**config.mk**
```make
export PLATFORM = sky130hd
export DESIGN_NAME = mbh_ctrl
export DESIGN_NICKNAME = d
export VERILOG_FILES = /design/src/mbh_pkg.sv /design/src/mbh_ctrl.sv
export SDC_FILE = /design/constraint.sdc
export NUM_CORES = 1
export LEC_CHECK = 0
export BUFFER_PORTS_ARGS = -buffer_cell sky130_fd_sc_hd__buf_4
export CAP_MARGIN = 20
export CORE_AREA = 2 2 39 41
export CTS_BUF_LIST = sky130_fd_sc_hd__clkbuf_8
export DETAILED_ROUTE_END_ITERATION = 16
export DIE_AREA = 0 0 41 43
export GPL_ROUTABILITY_DRIVEN = 0
export GPL_TIMING_DRIVEN = 0
export PLACE_DENSITY = 0.38
export SETUP_SLACK_MARGIN = 0.05
export SYNTH_ARGS = -nofsm -noshare
export SYNTH_HDL_FRONTEND = slang
export SYNTH_SLANG_ARGS = --single-unit
```
**constraint.sdc**
```tcl
create_clock -name clock -period 1.6 [get_ports clock]
set_clock_uncertainty 0.1 [all_clocks]
set_input_delay 0 -clock clock [delete_from_list [all_inputs] [get_ports clock]]
set_output_delay 0 -clock clock [all_outputs]
set_load 0.02 [all_outputs]
```
**src/mbh_pkg.sv**
```systemverilog
// Shared types, constants and helpers for the multichannel byte histogram.
`timescale 1ns / 1ps

package mbh_pkg;

   localparam int BINS         = 256;
   localparam int MAX_CHANNELS = 4;
   localparam int COUNT_BITS   = 24;
   localparam int DEPTH        = MAX_CHANNELS * BINS;
   localparam int ADDR_BITS    = $clog2(DEPTH);
   localparam int CHAN_LIMIT   = (MAX_CHANNELS < 4) ? MAX_CHANNELS : 4;

   localparam int CMD_BITS   = 2;
   localparam int PIXEL_BITS = 8;
   localparam int RCH_BITS   = 2;
   localparam int CSR_BITS   = 3;
   localparam int CSR_DATA_BITS = 24;

   typedef logic [COUNT_BITS-1:0] count_type;
   typedef logic [ADDR_BITS-1:0]  addr_type;
   typedef logic [CMD_BITS-1:0]   cmd_type;
   typedef logic [CSR_BITS-1:0]   csr_index_type;

   localparam count_type COUNT_MAX = '1;

   localparam cmd_type CMD_CLEAR = 2'd0;
   localparam cmd_type CMD_COUNT = 2'd1;
   localparam cmd_type CMD_READ  = 2'd2;

   localparam logic [1:0] LAYOUT_LINES  = 2'd1;
   localparam logic [1:0] LAYOUT_PIXELS = 2'd2;

   localparam csr_index_type REG_LAYOUT     = 3'd0;
   localparam csr_index_type REG_CHANNELS   = 3'd1;
   localparam csr_index_type REG_PLANE_SIZE = 3'd2;
   localparam csr_index_type REG_LINE_WIDTH = 3'd3;
   localparam csr_index_type REG_LINE_COUNT = 3'd4;

   typedef enum logic [2:0] {
      ST_INIT,
      ST_IDLE,
      ST_READ,
      ST_UPDATE,
      ST_CLEAR
   } state_type;

   typedef struct packed {
      logic capture;
      logic clear_state;
      logic mem_read;
      logic update;
      logic sweep;
      logic load_rsp;
   } ctrl_cmd_type;

   typedef struct packed {
      cmd_type cmd;
      logic    sweep_last;
   } ctrl_status_type;

   function automatic addr_type mem_addr(input logic [2:0] ch, input logic [7:0] bin);
      int full;
      full = int'(ch) * BINS + int'(bin);
      return full[ADDR_BITS-1:0];
   endfunction

endpackage

```
**src/mbh_ctrl.sv**
```systemverilog
// Controller state machine that sequences reads, updates and clearing sweeps.
`timescale 1ns / 1ps

module mbh_ctrl (
   input  logic                     clock,
   input  logic                     reset,
   input  logic                     req_valid,
   output logic                     req_ready,
   output logic                     rsp_valid,
   input  logic                     rsp_ready,
   output mbh_pkg::ctrl_cmd_type    ctrl,
   input  mbh_pkg::ctrl_status_type status
);

   mbh_pkg::state_type state_ff, state_in;
   logic               rsp_valid_ff, rsp_valid_in;

   always_ff @(posedge clock) begin
      if (reset) begin
         state_ff     <= mbh_pkg::ST_INIT;
         rsp_valid_ff <= 1'b0;
      end else begin
         state_ff     <= state_in;
         rsp_valid_ff <= rsp_valid_in;
      end
   end

   always_comb begin
      state_in  = state_ff;
      ctrl      = '0;
      req_ready = (state_ff == mbh_pkg::ST_IDLE) && (!rsp_valid_ff || rsp_ready);
      case (state_ff)
         mbh_pkg::ST_INIT: begin
            ctrl.sweep = 1'b1;
            if (status.sweep_last) begin
               state_in = mbh_pkg::ST_IDLE;
            end
         end
         mbh_pkg::ST_IDLE: begin
            if (req_valid && req_ready) begin
               ctrl.capture = 1'b1;
               state_in     = mbh_pkg::ST_READ;
            end
         end
         mbh_pkg::ST_READ: begin
            if (status.cmd == mbh_pkg::CMD_CLEAR) begin
               ctrl.clear_state = 1'b1;
               state_in         = mbh_pkg::ST_CLEAR;
            end else begin
               ctrl.mem_read = 1'b1;
               state_in      = mbh_pkg::ST_UPDATE;
            end
         end
         mbh_pkg::ST_UPDATE: begin
            ctrl.update   = 1'b1;
            ctrl.load_rsp = 1'b1;
            state_in      = mbh_pkg::ST_IDLE;
         end
         mbh_pkg::ST_CLEAR: begin
            ctrl.sweep = 1'b1;
            if (status.sweep_last) begin
               ctrl.load_rsp = 1'b1;
               state_in      = mbh_pkg::ST_IDLE;
            end
         end
         default: begin
            state_in = mbh_pkg::ST_INIT;
         end
      endcase

      if (ctrl.load_rsp) begin
         rsp_valid_in = 1'b1;
      end else if (rsp_valid_ff && rsp_ready) begin
         rsp_valid_in = 1'b0;
      end else begin
         rsp_valid_in = rsp_valid_ff;
      end
   end

   assign rsp_valid = rsp_valid_ff;

endmodule

```
# Yosys cells after proc, flatten, opt, wreduce, memory -nomap -nowiden
# Index checks and enable logic that the tools add are counted.
[classes]
div_mod_pow = 0
mul = 0
shift = 0
n_reduce_logical = 10
eq_ne = 6
magnitude_cmp = 0
n_addsub = 0
n_mux = 15
bitwise = 0
[ops]
columns = ["cell", "n"]
rows = [
  ["$pmux 3 s4", 1],
  ["$mux 1", 9],
  ["$mux 3", 3],
  ["$eq 3x2->1 const B", 2],
  ["$ne 2x1->1 const B", 2],
  ["$eq 3x1->1 const B", 1],
  ["$eq 3x3->1 const B", 1],
  ["$logic_and 1x1->1", 3],
  ["$logic_not 3->1", 1],
  ["$logic_not 2->1", 1],
  ["$mux 2", 1],
  ["$pmux 1 s2", 1],
  ["$reduce_and 2->1", 1],
  ["$reduce_bool 2->1", 1],
  ["$reduce_or 2->1", 1],
  ["$logic_not 1->1", 1],
  ["$logic_or 1x1->1", 1],
]
[word_totals]
memories = 0
ff_bits = 4
mem_bits_ro = 0
in_bits = 7
latchBits = 0
ram_bits = 0

# Depth between registers and ports, before layout
[logic_depth]
ltp_word = 6
ltp_mapped = 5
depth_no_buf = 3

# Worst setup path after synthesis
# No wires, ideal clock.
[synth_timing]
path_kind = "reg2reg"
start = "register state_ff[0]"
end = "register state_ff[0]"
required_time_ns = 1.426
setup_slack_ns = 0.338
path_stages_with_launch = 5
arrival_time_ns = 1.088
n_path_buf = 1
path_cell_list = "dfxtp_1 -> buf_6 -> or3b_4 -> a21o_1 -> a31oi_2"
[synth_between]
elab_chain_len = 5
word_cells_on_any_way = 12
cone_classes = "eq/ne: 6; mux: 1; reduce/logical: 5"
[synth_rtl]
columns = ["item", "line", "text"]
rows = [
  ["from (decl)", "mbh_ctrl.sv:15", "mbh_pkg::state_type state_ff, state_in;"],
  ["from (signal assigned)", "mbh_ctrl.sv:20", "state_ff <= mbh_pkg::ST_INIT;"],
  ["from (signal assigned)", "mbh_ctrl.sv:23", "state_ff <= state_in;"],
  ["$eq 3x1->1", "mbh_ctrl.sv:31, mbh_ctrl.sv:32", ""],
  ["$logic_and 1x1->1", "mbh_ctrl.sv:31", "req_ready = (state_ff == mbh_pkg::ST_IDLE) && (!rsp_valid_ff || rsp_ready);"],
  ["$logic_and 1x1->1", "mbh_ctrl.sv:40", "if (req_valid && req_ready) begin"],
  ["$ne 2x1->1 (no source line)", "n/a", ""],
  ["$reduce_and 2->1 (no source line)", "n/a", ""],
]
# Several ways; a longest one is shown, not always the timed one.
# A chain may end at the register's enable or synchronous reset.

==> flow_summary.ini <==
[route]
drt_iter0_drc = 1
vias = 298
drc = 0
wl_per_cell_um = 10.5
wirelength_um = 701
antenna_left = 0
drt-pass1-iter-count = 2
via_per_inst = 4.45

[setup_path]
cp-start-kind = flop
r2r_end = state_ff[0]
cpPeakStageDelay_ns = 0.42
crit_arrival_ns = 1.34
cp_cell_sequence = nor2_1, a32oi_1, inv_1, buf_4, buf_4
crit_fanout = 7
worstRegToRegCells = 4
slowest_stage = dfxtp_1
reg2reg_from = state_ff[0]
critPathCaptureType = output pin
crit_top_cell = buf_4
critPathRequiredTime_ns = 1.50
critical_path_class = reg2out
reg2reg_slack_ns = 0.28
critical-path-top-delay-family = flip-flops
timing.critical_path.buf_inv = 3

[clocking]
numClockSinks = 4
insertion_delay_ns = 0.21
cts_tree = yes
cts_setup_buffers = 0
clockBufferDepth = 2
htreeDepth = 1
numCtsBuffers = 3
cts.clk_slew.worst_paths_ns = 0.03
root_buffer = clkbuf_8

[timing]
grt_setup_unrepaired = no
slew_viol_final = 0
finalSetupTns_ns = 0
max_slew_margin = 0.828
fmax_mhz = 693
tightest_slew_ns = 0.256
hold_violations = 0
finalWorstSetupSlack_ns = 0.157
setup_violations = 0
min_period_ns = 1.44
fin_crit_sh = 0.902

[outcome]
outcome = finished clean

[placed_design]
placed_area_sq_um = 385
io_buffers = 14
hpwl_um = 520
pre_cts_slack_ns = 0.280
placed_cells = 61

[final_layout]
drive_gt1_frac = 0.431
n_antenna_cell = 0
instances_no_fill = 67
fill_cells = 158
nNetsFinal = 60
areaGrowthSynthToFinish_pct = 75.5
stdcell_area_sq_um = 457

[synthesis]
synthCells = 31
synth_top_area_cell = dfxtp_1
ys_types = 21
ys_ff_latch = 4
syn_area_per_cell_sq_um = 8.40
syn_area_sq_um = 260
seq_area_frac_synth = 0.308
synthTopCellsByArea = dfxtp_1 (31%), a31oi_2 (4.8%), nand2b_1 (4.8%), nor2b_1 (4.8%), buf_6 (4.3%)
synthesis.nets = 38
synthDominantCellAreaShare = 0.308
yosys_warnings = 0

[worst_hold_path]
hp-class = in2reg
hold_end = state_ff[0]
worstHoldPathCells = 3
min_from = status[1]

[run]
drv_cap = 0

[power_and_ir_drop]
cellPowerDensity_mw_per_mm2 = 905
clkPwrFrac = 0.503
peakVddDrop_v = 0.000292
pwr-share-seq = 0.266
internal-power_mw = 0.315
p_leak_nw = 0.205
p_sw_mw = 0.0985
p_comb_frac = 0.231
p_sw_frac = 0.238

[floorplanning]
die_area_sq_mm = 0.00176
num_rows = 14
die_width_um = 41
io_pins = 15
core_area_sq_mm = 0.00138
die_h_um = 43
initial_core_util = 0.188

[grt]
grt_overflow = 0
grt_pass1_wl_um = 1120
grt_pass1_vias = 275
antenna_found_initial = 0
grt_max_degree = 11
grtUsageTotal = 0.0993
## stage by stage
stage / hold slack [ns] / util / total power [mW]
after floorplan: -0.0344 / - / 0.163
after global routing: 0.0515 / 0.330 / 0.436
after detailed placement: 0.100 / 0.278 / 0.202
after CTS: 0.0389 / 0.330 / 0.423
final: 0.0451 / 0.330 / 0.413
after global placement: 0.0984 / 0.278 / 0.201
## sequential cells by signal, summed over array words and instances (netlist names)
name / cells
state_ff: 3
rsp_valid: 1
## worst max path at each step
stage | start | to | slack [ns] | cells past startpoint
3_5_place_dp | state_ff[0] | state_ff[0] | 0.28 | 4
4_1_cts | state_ff[1] | ctrl[0] | 0.14 | 5
3_3_place_gp | state_ff[0] | state_ff[0] | 0.28 | 4
5_1_grt | state_ff[1] | ctrl[0] | 0.08 | 5
2_1_floorplan | state_ff[0] | state_ff[0] | 0.34 | 4
6_report | state_ff[1] | ctrl[0] | 0.16 | 5
## layer usage
| layer | GRT usage | routed length, um | vias to the layer above |
|---|---|---|---|
| met5 | 0 | 0 | - |
| met4 | 0.100 | 8 | 0 |
| met3 | 0.0314 | 49 | 2 |
| met2 | 0.144 | 360 | 12 |
| met1 | 0.103 | 283 | 132 |
| li1 | - | - | 152 |
## layout by cell type (no fill, tap or decap), types with 2 or more instances in the layout
| cell | n |
|---|---|
| nor2b_1 | 2 |
| clkbuf_8 | 3 |
| nor2_1 | 3 |
| nand2_1 | 2 |
| nand2b_1 | 2 |
| dfxtp_1 | 4 |
| buf_4 | 15 |
| a21oi_1 | 2 |
| nor3_1 | 2 |
| dlygate4sd3_1 | 3 |
## power by group through the flow
stage          clock network [mW]  logic (mW)  registers, mW
2_1_floorplan                   0      0.0523          0.111
3_3_place_gp                    0      0.0902          0.111
3_5_place_dp                    0      0.0907          0.111
4_1_cts                     0.216      0.0969          0.110
5_1_grt                     0.223       0.104          0.110
6_report                    0.208      0.0956          0.110
## worst reg2reg max path: stages (launching register included)
cell and delay (ns):
dfxtp_1 0.31, buf_6 0.13, or3b_4 0.39, a21o_1 0.18, a31oi_2 0.15
## repair_timing
item | CTS | global route
endpoints found under the hold margin | 4 | 0
gates resized for setup | 0 | 0
hold buffers | 3 | 0
## cells by family after synthesis
| kind of cell | synth area share |
|---|---|
| flip-flops | 0.308 |
| buffers and inverters | 0.0865 |
| AO/OA/AOI/OAI | 0.207 |
| AND/OR/NAND/NOR | 0.399 |
## layout make-up
class | count | area [sq um] | share of cell area
well taps | 16 | 20.0 | 0.0438
multi-input cells | 24 | 158 | 0.345
flip-flops and latches | 4 | 80.1 | 0.175
repair buffers | 17 | 135 | 0.296
inverters | 1 | 3.75 | 0.00822
plain buffers | 2 | 18.8 | 0.0411
clock buffers | 3 | 41.3 | 0.0904
## synth_stat cells
| master | n |
|---|---|
| dfxtp_1 | 4 |
| nor2_1 | 3 |
| a21oi_1 | 2 |
| nand2_1 | 2 |
| nand2b_1 | 2 |
| nor2b_1 | 2 |
| nor3_1 | 2 |
| a211oi_1 | 1 |
| a21o_1 | 1 |
| a31oi_2 | 1 |
| a32oi_1 | 1 |
| and2_2 | 1 |
| buf_4 | 1 |
| buf_6 | 1 |
| inv_1 | 1 |
| nand4b_1 | 1 |
| nor3b_1 | 1 |
| nor4_1 | 1 |
| o31ai_1 | 1 |
| or3b_1 | 1 |
| or3b_4 | 1 |
Note: power is estimated with default switching activity, not from simulation.
